--- src/hw/rtl/slew_limited_pose_smoother_top_macros.svh ---
// -----------------------------------------------------------------------------
// Assertion macros for the pose smoother
// Implication and next-cycle checks, compiled out with NO_ASSERTIONS.
// -----------------------------------------------------------------------------
`ifndef SLEW_LIMITED_POSE_SMOOTHER_TOP_MACROS_SVH
`define SLEW_LIMITED_POSE_SMOOTHER_TOP_MACROS_SVH

`ifndef NO_ASSERTIONS
`define SLSM_ASSERT_SAME(lbl, clk, rst_n, ante, cons, msg) \
  lbl: assert property (@(posedge clk) disable iff (!rst_n) (ante) |-> (cons)) \
    else $error(msg);
`define SLSM_ASSERT_NEXT(lbl, clk, rst_n, ante, cons, msg) \
  lbl: assert property (@(posedge clk) disable iff (!rst_n) (ante) |=> (cons)) \
    else $error(msg);
`else
`define SLSM_ASSERT_SAME(lbl, clk, rst_n, ante, cons, msg)
`define SLSM_ASSERT_NEXT(lbl, clk, rst_n, ante, cons, msg)
`endif

`endif

--- src/hw/rtl/slsm_pkg.sv ---
`timescale 1ns / 1ps
// -----------------------------------------------------------------------------
// slsm_pkg
// Widths, register indexes and shared types of the pose smoother.
// -----------------------------------------------------------------------------
package slsm_pkg;

  localparam int ANGLE_W   = 18;
  localparam int COEFF_W   = 16;
  localparam int STEP_W    = 16;
  localparam int CFG_W     = 16;
  localparam int CFG_IDX_W = 2;
  localparam int EST_FRAC  = 6;
  localparam int EST_W     = ANGLE_W + EST_FRAC;
  localparam int DIFF_W    = EST_W + 1;
  localparam int ACC_W     = EST_W + 2;
  localparam int CNT_W     = $clog2(COEFF_W);
  localparam int SLEW_W    = ((ANGLE_W + 1) > (STEP_W + 1)) ? (ANGLE_W + 2) : (STEP_W + 2);

  localparam logic [CFG_IDX_W-1:0] REG_STEP_LIMIT   = 2'd0;
  localparam logic [CFG_IDX_W-1:0] REG_LAG_COEFF    = 2'd1;
  localparam logic [CFG_IDX_W-1:0] REG_SMOOTH_COEFF = 2'd2;

  localparam logic [STEP_W-1:0]  STEP_LIMIT_RST = 16'd51;
  localparam logic [COEFF_W-1:0] COEFF_RST      = COEFF_W'(6554);

  typedef logic signed [ANGLE_W-1:0] angle_t;
  typedef logic signed [EST_W-1:0]   est_t;
  typedef logic [COEFF_W-1:0]        coeff_t;

  typedef struct packed {
    logic   start;
    est_t   est;
    est_t   x;
    coeff_t coeff;
  } blend_req_t;

endpackage

--- src/hw/rtl/slew_limited_pose_smoother_top.sv ---
`timescale 1ns / 1ps
// -----------------------------------------------------------------------------
// slew_limited_pose_smoother_top
// Slew limiter for pose and antenna commands with two-stage pose smoothing.
// -----------------------------------------------------------------------------
// Usage:
//   Input channel (in_valid / in_stall): one control tick per transaction with
//   the mode and six target angles. Output channel (out_valid / out_stall):
//   one result per tick with six commands, four feedback values and pose_sent.
//   cfg_we / cfg_index / cfg_data write the step limit, lag_coeff and
//   smooth_coeff; write only while no tick is in flight. Indexes beyond the
//   list are ignored.
// Sequence:
//   The slew step is done in the accept cycle. Eight blends then run on one
//   bit-serial multiplier (one coefficient bit per cycle), and the result is
//   then registered in ST_OUT. The next tick is accepted only once the block
//   is back in idle after that, so one tick is processed at a time.
// Reset:
//   rst_n clears all commands, estimates and the output valid, and loads the
//   register defaults (step limit 51, both coefficients 6554).
// Stall:
//   A result waits in the output register while out_stall is high; the block
//   can accept and process the next tick meanwhile and holds that one until
//   the output register frees up.
// -----------------------------------------------------------------------------
module slew_limited_pose_smoother_top (
  input  logic                             clk,
  input  logic                             rst_n,
  input  logic                             cfg_we,
  input  logic [slsm_pkg::CFG_IDX_W-1:0]   cfg_index,
  input  logic [slsm_pkg::CFG_W-1:0]       cfg_data,
  input  logic                             in_valid,
  output logic                             in_stall,
  input  logic                             in_cmd,
  input  slsm_pkg::angle_t                 in_target_roll,
  input  slsm_pkg::angle_t                 in_target_pitch,
  input  slsm_pkg::angle_t                 in_target_yaw,
  input  slsm_pkg::angle_t                 in_target_body,
  input  slsm_pkg::angle_t                 in_target_ant_right,
  input  slsm_pkg::angle_t                 in_target_ant_left,
  output logic                             out_valid,
  input  logic                             out_stall,
  output slsm_pkg::angle_t                 out_cmd_roll,
  output slsm_pkg::angle_t                 out_cmd_pitch,
  output slsm_pkg::angle_t                 out_cmd_yaw,
  output slsm_pkg::angle_t                 out_cmd_body,
  output slsm_pkg::angle_t                 out_cmd_ant_right,
  output slsm_pkg::angle_t                 out_cmd_ant_left,
  output slsm_pkg::angle_t                 out_fb_roll,
  output slsm_pkg::angle_t                 out_fb_pitch,
  output slsm_pkg::angle_t                 out_fb_yaw,
  output slsm_pkg::angle_t                 out_fb_body,
  output logic                             out_pose_sent
);

  localparam logic [1:0] ST_IDLE = 2'd0;
  localparam logic [1:0] ST_GO   = 2'd1;
  localparam logic [1:0] ST_WAIT = 2'd2;
  localparam logic [1:0] ST_OUT  = 2'd3;

  logic [1:0] state_r;
  logic [2:0] idx_r;        // {axis, stage}

  logic [slsm_pkg::STEP_W-1:0] step_limit_r;
  slsm_pkg::coeff_t            lag_coeff_r, smooth_coeff_r;

  slsm_pkg::angle_t pose_r   [4];
  slsm_pkg::angle_t ant_r    [2];
  slsm_pkg::est_t   lag_r    [4];
  slsm_pkg::est_t   smooth_r [4];
  logic             pose_sent_r;

  slsm_pkg::angle_t pose_nxt [4];
  slsm_pkg::angle_t ant_nxt  [2];
  slsm_pkg::angle_t tgt      [4];

  slsm_pkg::blend_req_t req;
  logic                 blend_done;
  slsm_pkg::est_t       blend_res;
  logic [1:0]           axis;
  logic signed [slsm_pkg::EST_W:0] fb_sum [4];

  logic             out_valid_r;
  slsm_pkg::angle_t out_cmd_r [6];
  slsm_pkg::angle_t out_fb_r  [4];
  logic             out_sent_r;

  assign tgt[0] = in_target_roll;
  assign tgt[1] = in_target_pitch;
  assign tgt[2] = in_target_yaw;
  assign tgt[3] = in_target_body;

  for (genvar g = 0; g < 4; g++) begin : g_pose
    slsm_slew u_slew (
      .cur(pose_r[g]), .target(tgt[g]), .step(step_limit_r), .next(pose_nxt[g])
    );
  end

  slsm_slew u_slew_ar (
    .cur(ant_r[0]), .target(in_target_ant_right), .step(step_limit_r), .next(ant_nxt[0])
  );
  slsm_slew u_slew_al (
    .cur(ant_r[1]), .target(in_target_ant_left), .step(step_limit_r), .next(ant_nxt[1])
  );

  // stage 0: lag toward command; stage 1: feedback toward updated lag
  assign axis = idx_r[2:1];
  always_comb begin
    req.start = (state_r == ST_GO);
    if (idx_r[0]) begin
      req.est   = smooth_r[axis];
      req.x     = lag_r[axis];
      req.coeff = smooth_coeff_r;
    end else begin
      req.est   = lag_r[axis];
      req.x     = {pose_r[axis], {slsm_pkg::EST_FRAC{1'b0}}};
      req.coeff = lag_coeff_r;
    end
  end

  slsm_blend u_blend (
    .clk(clk), .rst_n(rst_n), .req(req), .done(blend_done), .result(blend_res)
  );

  always_comb begin
    for (int i = 0; i < 4; i++) begin
      fb_sum[i] = (slsm_pkg::EST_W + 1)'(smooth_r[i]) +
                  (slsm_pkg::EST_W + 1)'(1 << (slsm_pkg::EST_FRAC - 1));
    end
  end

  assign in_stall = (state_r != ST_IDLE);

  // configuration
  always_ff @(posedge clk) begin
    if (!rst_n) begin
      step_limit_r   <= slsm_pkg::STEP_LIMIT_RST;
      lag_coeff_r    <= slsm_pkg::COEFF_RST;
      smooth_coeff_r <= slsm_pkg::COEFF_RST;
    end else if (cfg_we) begin
      unique case (cfg_index)
        slsm_pkg::REG_STEP_LIMIT:   step_limit_r   <= cfg_data[slsm_pkg::STEP_W-1:0];
        slsm_pkg::REG_LAG_COEFF:    lag_coeff_r    <= cfg_data[slsm_pkg::COEFF_W-1:0];
        slsm_pkg::REG_SMOOTH_COEFF: smooth_coeff_r <= cfg_data[slsm_pkg::COEFF_W-1:0];
        default: ;
      endcase
    end
  end

  // sequencer and state
  always_ff @(posedge clk) begin
    if (!rst_n) begin
      state_r     <= ST_IDLE;
      idx_r       <= '0;
      pose_sent_r <= 1'b0;
      out_valid_r <= 1'b0;
      for (int i = 0; i < 4; i++) begin
        pose_r[i]   <= '0;
        lag_r[i]    <= '0;
        smooth_r[i] <= '0;
      end
      ant_r[0] <= '0;
      ant_r[1] <= '0;
    end else begin
      // load a new result when the register frees up; hold one that is stalled
      out_valid_r <= (state_r == ST_OUT && (!out_valid_r || !out_stall)) ||
                     (out_valid_r && out_stall);
      unique case (state_r)
        ST_IDLE: begin
          if (in_valid) begin
            if (!in_cmd) begin
              for (int i = 0; i < 4; i++) pose_r[i] <= pose_nxt[i];
            end
            ant_r[0]    <= ant_nxt[0];
            ant_r[1]    <= ant_nxt[1];
            pose_sent_r <= !in_cmd;
            idx_r       <= '0;
            state_r     <= ST_GO;
          end
        end
        ST_GO: begin
          state_r <= ST_WAIT;
        end
        ST_WAIT: begin
          if (blend_done) begin
            if (idx_r[0]) begin
              smooth_r[axis] <= blend_res;
            end else begin
              lag_r[axis] <= blend_res;
            end
            idx_r   <= idx_r + 1'b1;
            state_r <= (idx_r == 3'd7) ? ST_OUT : ST_GO;
          end
        end
        ST_OUT: begin
          // hold until the output register is free
          if (!out_valid_r || !out_stall) begin
            state_r <= ST_IDLE;
          end
        end
        default: state_r <= ST_IDLE;
      endcase
    end
  end

  always_ff @(posedge clk) begin
    if (state_r == ST_OUT && (!out_valid_r || !out_stall)) begin
      for (int i = 0; i < 4; i++) begin
        out_cmd_r[i] <= pose_r[i];
        out_fb_r[i]  <= fb_sum[i][slsm_pkg::EST_W-1:slsm_pkg::EST_FRAC];
      end
      out_cmd_r[4] <= ant_r[0];
      out_cmd_r[5] <= ant_r[1];
      out_sent_r   <= pose_sent_r;
    end
  end

  assign out_valid         = out_valid_r;
  assign out_cmd_roll      = out_cmd_r[0];
  assign out_cmd_pitch     = out_cmd_r[1];
  assign out_cmd_yaw       = out_cmd_r[2];
  assign out_cmd_body      = out_cmd_r[3];
  assign out_cmd_ant_right = out_cmd_r[4];
  assign out_cmd_ant_left  = out_cmd_r[5];
  assign out_fb_roll       = out_fb_r[0];
  assign out_fb_pitch      = out_fb_r[1];
  assign out_fb_yaw        = out_fb_r[2];
  assign out_fb_body       = out_fb_r[3];
  assign out_pose_sent     = out_sent_r;

endmodule

--- src/hw/rtl/slsm_slew.sv ---
`timescale 1ns / 1ps
// -----------------------------------------------------------------------------
// slsm_slew
// Moves one command toward its target by at most the step limit.
// -----------------------------------------------------------------------------
module slsm_slew (
  input  slsm_pkg::angle_t           cur,
  input  slsm_pkg::angle_t           target,
  input  logic [slsm_pkg::STEP_W-1:0] step,
  output slsm_pkg::angle_t           next
);

  logic signed [slsm_pkg::SLEW_W-1:0] delta;
  logic signed [slsm_pkg::SLEW_W-1:0] lim;
  logic signed [slsm_pkg::SLEW_W-1:0] delta_cl;
  logic signed [slsm_pkg::SLEW_W-1:0] sum;

  always_comb begin
    delta = slsm_pkg::SLEW_W'(target) - slsm_pkg::SLEW_W'(cur);
    lim   = $signed(slsm_pkg::SLEW_W'(step));
    priority if (delta > lim) begin
      delta_cl = lim;
    end else if (delta < -lim) begin
      delta_cl = -lim;
    end else begin
      delta_cl = delta;
    end
    sum  = slsm_pkg::SLEW_W'(cur) + delta_cl;
    next = sum[slsm_pkg::ANGLE_W-1:0];
  end

endmodule

--- src/hw/rtl/slsm_blend.sv ---
`timescale 1ns / 1ps
// -----------------------------------------------------------------------------
// slsm_blend
// Bit-serial exponential blend: est + round(coeff * (x - est) / 2^COEFF_W).
// -----------------------------------------------------------------------------
`include "slew_limited_pose_smoother_top_macros.svh"

module slsm_blend (
  input  logic                 clk,
  input  logic                 rst_n,
  input  slsm_pkg::blend_req_t req,
  output logic                 done,
  output slsm_pkg::est_t       result
);

  localparam logic [slsm_pkg::CNT_W-1:0] CNT_LAST = slsm_pkg::CNT_W'(slsm_pkg::COEFF_W - 1);

  logic signed [slsm_pkg::DIFF_W-1:0] diff_r;
  slsm_pkg::est_t                     est_r;
  slsm_pkg::coeff_t                   coeff_r, coeff_nxt;
  logic signed [slsm_pkg::ACC_W-1:0]  acc_r, acc_nxt;
  logic signed [slsm_pkg::ACC_W-1:0]  sum;
  logic                               rnd_r;
  logic [slsm_pkg::CNT_W-1:0]         cnt_r;
  logic                               busy_r, done_r;

  // one coefficient bit per cycle, LSB first; shifted-out bits drop
  always_comb begin
    sum       = acc_r + (coeff_r[0] ? slsm_pkg::ACC_W'(diff_r) : '0);
    acc_nxt   = sum >>> 1;
    coeff_nxt = coeff_r >> 1;
  end

  always_ff @(posedge clk) begin
    if (!rst_n) begin
      busy_r <= 1'b0;
      done_r <= 1'b0;
      cnt_r  <= '0;
    end else begin
      done_r <= 1'b0;
      if (req.start) begin
        busy_r <= 1'b1;
        cnt_r  <= '0;
      end else if (busy_r) begin
        cnt_r <= cnt_r + 1'b1;
        if (cnt_r == CNT_LAST) begin
          busy_r <= 1'b0;
          done_r <= 1'b1;
        end
      end
    end
  end

  always_ff @(posedge clk) begin
    if (req.start) begin
      diff_r  <= slsm_pkg::DIFF_W'(req.x) - slsm_pkg::DIFF_W'(req.est);
      est_r   <= req.est;
      coeff_r <= req.coeff;
      acc_r   <= '0;
      rnd_r   <= 1'b0;
    end else if (busy_r) begin
      acc_r   <= acc_nxt;
      coeff_r <= coeff_nxt;
      rnd_r   <= sum[0];
    end
  end

  // last shifted-out bit is the half-unit: round half up
  assign done   = done_r;
  assign result = est_r + acc_r[slsm_pkg::EST_W-1:0] + slsm_pkg::EST_W'(rnd_r);

  `SLSM_ASSERT_SAME(a_no_restart, clk, rst_n, req.start, !busy_r, "blend restarted while busy")
  `SLSM_ASSERT_NEXT(a_start_busy, clk, rst_n, req.start, busy_r && cnt_r == '0, "blend did not start")
  `SLSM_ASSERT_NEXT(a_last_done, clk, rst_n, busy_r && cnt_r == CNT_LAST && !req.start, done_r && !busy_r, "blend did not finish")
  `SLSM_ASSERT_SAME(a_done_idle, clk, rst_n, done_r, !busy_r, "done while busy")

endmodule

--- config.mk ---
export PLATFORM = sky130hd
export DESIGN_NAME = slew_limited_pose_smoother_top
export DESIGN_NICKNAME = d
export VERILOG_FILES = /design/src/hw/rtl/slsm_pkg.sv /design/src/hw/rtl/slew_limited_pose_smoother_top.sv /design/src/hw/rtl/slsm_slew.sv /design/src/hw/rtl/slsm_blend.sv
export VERILOG_INCLUDE_DIRS = /design/src /design/src/hw/rtl
export SDC_FILE = /design/constraint.sdc
export NUM_CORES = 2
export LEC_CHECK = 0
export CAP_MARGIN = 20
export CORE_MARGIN = 4
export CORE_UTILIZATION = 40
export CTS_CLUSTER_DIAMETER = 40
export DETAILED_ROUTE_END_ITERATION = 7
export DONT_BUFFER_PORTS = 1
export PLACE_DENSITY = 0.63
export SYNTH_ARGS = -nofsm -noshare
export SYNTH_HDL_FRONTEND = slang
export SYNTH_SLANG_ARGS = --single-unit
--- constraint.sdc ---
create_clock -name clk -period 12.85 [get_ports clk]
set_clock_uncertainty 0.2 [all_clocks]
set_input_delay 3.2125 -clock clk [delete_from_list [all_inputs] [get_ports clk]]
set_output_delay 3.2125 -clock clk [all_outputs]
set_load 0.01 [all_outputs]
== Word level (Yosys, flattened, before mapping) ==
Memories as Yosys holds them, arrays and structs flattened. A register that Yosys moved wholly into a read port is not among the register bits.
Cells that the tools add are included.

* Multiplexer cells: 68
* $lt $le $gt $ge: 12
* Multiply operators: 0
* Add/sub/neg operators: 23
* Div/mod/pow operators: 0
* Reduce and logical (&&, ||, !) cells: 22
* Bitwise logic cells: 8
* Equal/unequal tests: 10
* Shift-type cells: 0

{| class="wikitable"
|+ Operators with widths
! operator !! number
|-
| 2-to-1 mux 18 bit || 18
|-
| < comparator 19 x 20 -> 1 bit || 6
|-
| > comparator 19 x 17 -> 1 bit || 6
|-
| subtractor 18 x 18 -> 19 bit || 6
|-
| adder 18 bit || 6
|-
| adder 24 x 7 -> 24 bit (second input constant) || 4
|-
| 2-to-1 mux 64 bit || 1
|-
| 2-to-1 mux 24 bit || 2
|-
| OR reduction 24 bit || 2
|-
| 2-to-1 mux 16 bit || 2
|-
| 2-to-1 mux 1 bit || 28
|-
| adder 26 bit || 1
|-
| 2-to-1 mux 26 bit || 1
|-
| subtractor 24 x 24 -> 25 bit || 1
|-
| adder 24 x 1 -> 24 bit || 1
|-
| adder 24 bit || 1
|-
| 2-to-1 mux 2 bit || 12
|-
| negator 16 -> 20 bit || 1
|-
| one-hot mux 2 bit (4 select lines) || 1
|-
| AND reduction 2 bit || 4
|-
| == test 2 bit (second input constant) || 3
|-
| 2-to-1 mux 3 bit || 2
|-
| OR 1 bit || 6
|-
| one-hot mux 3 bit (2 select lines) || 1
|-
| other kinds (16) || 27
|}

* Word-level logic and storage cells: 165
* Flip-flop bits (word level): 153
* ROM bits: 0
* Output and inout bits: 183
* Bits of input ports: 132
* Memories kept: 6
* Bits in writable memories: 480
* Bits in latches: 0

{| class="wikitable"
|+ Memories
! name !! words !! width !! read ports !! clocked after memory_dff !! wr ports !! RTL line !! source
|-
| out_cmd_r || 6 || 18 || 6 || 0 || 6 || slew_limited_pose_smoother_top.sv:84 || <nowiki>slsm_pkg::angle_t out_cmd_r [6];</nowiki>
|-
| lag_r || 4 || 24 || 1 || 1 || 4 || slew_limited_pose_smoother_top.sv:69 || <nowiki>slsm_pkg::est_t lag_r [4];</nowiki>
|-
| smooth_r || 4 || 24 || 5 || 1 || 4 || slew_limited_pose_smoother_top.sv:70 || <nowiki>slsm_pkg::est_t smooth_r [4];</nowiki>
|-
| out_fb_r || 4 || 18 || 4 || 0 || 4 || slew_limited_pose_smoother_top.sv:85 || <nowiki>slsm_pkg::angle_t out_fb_r [4];</nowiki>
|-
| pose_r || 4 || 18 || 5 || 1 || 4 || slew_limited_pose_smoother_top.sv:67 || <nowiki>slsm_pkg::angle_t pose_r [4];</nowiki>
|-
| ant_r || 2 || 18 || 2 || 0 || 2 || slew_limited_pose_smoother_top.sv:68 || <nowiki>slsm_pkg::angle_t ant_r [2];</nowiki>
|}

== Longest topological paths before layout ==
* Depth after elaboration: 7
* Gate-level depth with buffers: 34
* Depth with buffers taken out: 33

== Hierarchy ==
Synthesis repeated with hierarchy kept, for this count alone.

* Cells, all modules: 4827
* Area, all modules: 48328.9 µm²

{| class="wikitable"
|+ By module, submodules not included
! module !! times used !! cells each !! seq. area each (µm²) !! area an instance (µm²)
|-
| slew_limited_pose_smoother_top || 1 || 1431 || 15584.9 || 22338.9
|-
| slsm_slew (g_pose[1].u_slew ...) || 4 || 449 || 0.0 || 3171.8
|-
| slsm_blend || 1 || 717 || 2592.5 || 6962.9
|-
| slsm_slew (g_pose[0].u_slew) || 1 || 441 || 0.0 || 3188.1
|-
| slsm_slew (u_slew_ar) || 1 || 442 || 0.0 || 3151.8
|}

== Least setup slack after synthesis ==
No wires, ideal clock.

* Path kind: input -> register
* Start point: input out_stall
* End point: memory out_cmd_r[0][0] (netlist name) (enable)
* Cell stages on the path: 1
* Required time: 11867 ps
* Data arrival time: 11707 ps
* Slack: 161 ps
* Cell sequence: a21oi_1

{| class="wikitable"
|+ RTL lines
! item !! RTL line !! source
|-
| start: declaration || slew_limited_pose_smoother_top.sv:42 || <nowiki>input logic out_stall,</nowiki>
|-
| end: declaration || slew_limited_pose_smoother_top.sv:84 ||
|}

==> results_dict.tcl <==
set metrics [dict create \
    status "completed" \
    tns_ns 0 \
    syn-cell-area_um2 45000 \
    antenna_found_initial 24 \
    worstSetupPathType "in -> reg" \
    layout-drive-gt1-share_pct 9.68 \
    synth_area_leaders "edfxtp_1 36%, ha_1 14%, nor2_1 4.3%" \
    cts_resized 0 \
    synthArstFlopShare_pct 0 \
    setup_ws_ns 2.83 \
    io_pins 315 \
    multi_input_area_um2 25400 \
    die_h_um 344 \
    vias_per_cell 5.78 \
    grt_first_pass_wirelength_um 223000 \
    rows 122 \
    internal-power_mw 5.69 \
    drv_slew 0 \
    clkPwrFrac_pct 31.4 \
    grt_max_degree 70 \
    tightest_slew_ns 1.22 \
    portBuffers 0 \
    p_switching_mw 3.55 \
    setup-violations-final 0 \
    max_clock_freq_ghz 0.0998 \
    cp.required_ns 13.07 \
    utilization_pct 45.6 \
    grt_pass1_vias 33742 \
    tritoncts "done" \
    fin_nets 5181 \
    hold_buffers 0 \
    cts_buffer_depth 3 \
    path_max_fanout 34 \
    vias 35432 \
    drt_iter0_drc 3194 \
    fin_crit_sh_pct 78.0 \
    syn_avg_cell_area_um2 10.0 \
    path_clk_slew_ns 0.06 \
    ys_ff_latch 635 \
    cp_data_arrival_time_ns 10.24 \
    p_leak_nw 20.5 \
    route.detailed.drc 0 \
    hold_class "reg -> reg" \
    cts.root.buffer_cell "clkbuf_16" \
    hold_viol 0 \
    cts_buffers 105 \
    syn_to_final_growth_pct 12.7 \
    start_kind "primary input" \
    cts_setup_buffers 0 \
    die-area_um2 118000 \
    totalWireLength_um 154000 \
    critPathCaptureType "flip-flop" \
    cp_common_cell "a21oi_1" \
    post-route-min-period_ns 10.02 \
    cts_sinks 635 \
    clock_latency_ns 0.72 \
    p_sw_share_pct 38.4 \
    stdcell_area_um2 50800 \
    final-seq-area_um2 18200 \
    hpwl_um 115000 \
    whs_ns 0.235 \
    synth_edf_count 546 \
    dpl_cell_area_um2 47100 \
    netlist.top_cell.by_area "edfxtp_1" \
    dieWidth_um 344 \
    coreArea_um2 111000 \
    ys_seq_area_share_pct 40.4 \
    h-tree-depth 3 \
    drt-pass1-iter-count 5 \
    final.fill_count 10416 \
    initial_core_util_pct 40.5 \
    p_seq_share_pct 28.3 \
    synth-warning-count 0 \
    overflow 0 \
    combPwrFrac_pct 40.3 \
    timing.slew.headroom_pct 18.1 \
    cap_violations 0 \
    crit_slowest_cell "o21bai_4" \
    syn-num-nets 5131 \
    synth_cell_types 100 \
    rsz0062_at_grt "false" \
    yosysTopAreaCellShare_pct 36.4 \
    synth_cells 4486 \
    dominantRegCellSynth "edfxtp_1" \
    grtUsageTotal_pct 25.5 \
    cpPeakStageDelay_ns 0.55 \
    wl_per_cell_um 25.2 \
    power.density_nw_per_um2 182 \
    pre_cts_ws_ns 2.35 \
    ir_worst_vdd_mv 0.133 \
    ant_nets 0 \
    globalplace.congestion 1.00 \
]
worst paths after layout:
check,slack [ns],cells after the start,startpoint,endpoint
worst min-delay path,0.23,0,pose_sent_r$_SDFFE_PN0P_,out_pose_sent$_DFFE_PP_
worst max register to register,3.65,29,step_limit_r[1]$_SDFFE_PN1P_,pose_r[2][14]$_SDFFCE_PN0P_
worst max-delay path,2.83,32,in_target_ant_right[0],ant_r[0][16]$_SDFFCE_PN0P_
worst min register to register,0.23,0,pose_sent_r$_SDFFE_PN0P_,out_pose_sent$_DFFE_PP_
Yosys cell counts (all sizes together), types with 11 or more instances:
| library cell | instances |
|---|---|
| and3 | 48 |
| nand3b | 11 |
| nand3 | 124 |
| o2111ai | 14 |
| inv | 257 |
| o31ai | 20 |
| mux4 | 66 |
| a21o | 118 |
| nor4 | 14 |
| nor3b | 11 |
| nand4 | 40 |
| o211ai | 27 |
| and2 | 51 |
| a31oi | 34 |
| xnor2 | 199 |
| a211oi | 33 |
| o21bai | 34 |
| nor3 | 79 |
| o22ai | 16 |
| xor2 | 102 |
| or2 | 11 |
| dfxtp | 89 |
| clkbuf | 97 |
| nor2b | 55 |
| a31o | 15 |
| o21ai | 231 |
| nand2b | 45 |
| fa | 16 |
| mux2i | 114 |
| o21a | 55 |
| a211o | 12 |
| buf | 41 |
| ha | 497 |
| a21oi | 324 |
| nand2 | 331 |
| mux2 | 32 |
| or3 | 28 |
| nor2 | 520 |
| edfxtp | 546 |
final cells by class:
type | instances | area share, %
antenna | 13 | 0.0641
multi-input combinational | 3454 | 50.1
clock inverter | 80 | 1.96
tap | 1488 | 3.67
clock buffer | 117 | 5.28
inverter | 259 | 1.92
sequential | 635 | 35.8
timing repair buffer | 81 | 1.21
logic make-up after synthesis:
family,count (synthesis),share of synthesized area [%]
AOI/OAI and AO/OA,1035,14.8
adders and majority gates,513,14.5
and+or+nand+nor,1393,14.4
muxes,212,6.63
DFF,635,40.4
buffers and inverters,397,3.46
xor gates and xnor gates,301,5.89
power by group through the flow:
stage	clock network (mW)	registers, mW	logic (mW)
final	2.90	2.62	3.72
after global routing	3.04	2.63	4.15
after CTS	2.94	2.62	3.68
after detailed placement	0	2.65	3.65
after global placement	0	2.65	3.61
after floorplan	0	2.56	2.84
layer usage:
metal  vias to the layer above  routed length (um)  global-route usage (%)
met2                      1440               71900                    41.6
met3                       322               13900                    6.45
met4                        10                6940                    10.9
li1                      16616                   -                       -
met1                     17044               61600                    32.0
met5                         -                  67                       0
sequential cells by signal (all words and copies together) (netlist names), 2 cells and up, named ones only:
signal	cells
out_cmd_r	108
lag_r	96
smooth_r	96
out_fb_r	72
pose_r	72
ant_r	36
u_blend.acc_r	25
u_blend.diff_r	25
u_blend.est_r	24
lag_coeff_r	16
smooth_coeff_r	16
step_limit_r	16
u_blend.coeff_r	16
u_blend.cnt_r	4
idx_r	3
state_r	2
cell usage in the layout (no fill, tap or decap), types with 66 or more instances in the layout:
master and instances:
clkbuf_16 105, xnor2_1 193, mux4_2 66, mux2i_1 114, ha_1 497, a21o_1 118
buf_4 80, nor2_1 519, nor3_1 76, dfxtp_1 86, nand2_1 328, xor2_1 101
a21oi_1 319, o21ai_0 206, edfxtp_1 546, nand3_1 123, inv_1 254
stage by stage:
step	power [mW]	cells
after detailed placement	6.31	5916
after global routing	9.82	6119
after floorplan	5.40	4486
after global placement	6.27	5916
final	9.24	6127
after CTS	9.24	6113
critical path: cells and delay by family:
| kind | cells | cell delay [ns] |
|---|---|---|
| adder cells (fa/ha/maj) | 5 | 1.58 |
| AO/OA/AOI/OAI | 19 | 4.58 |
| AND/OR/NAND/NOR | 4 | 0.52 |
| XOR/XNOR | 1 | 0.15 |
| multiplexers | 1 | 0.10 |
| buffers and inverters | 2 | 0.10 |
No activity file was read; power rests on OpenSTA's default activity.
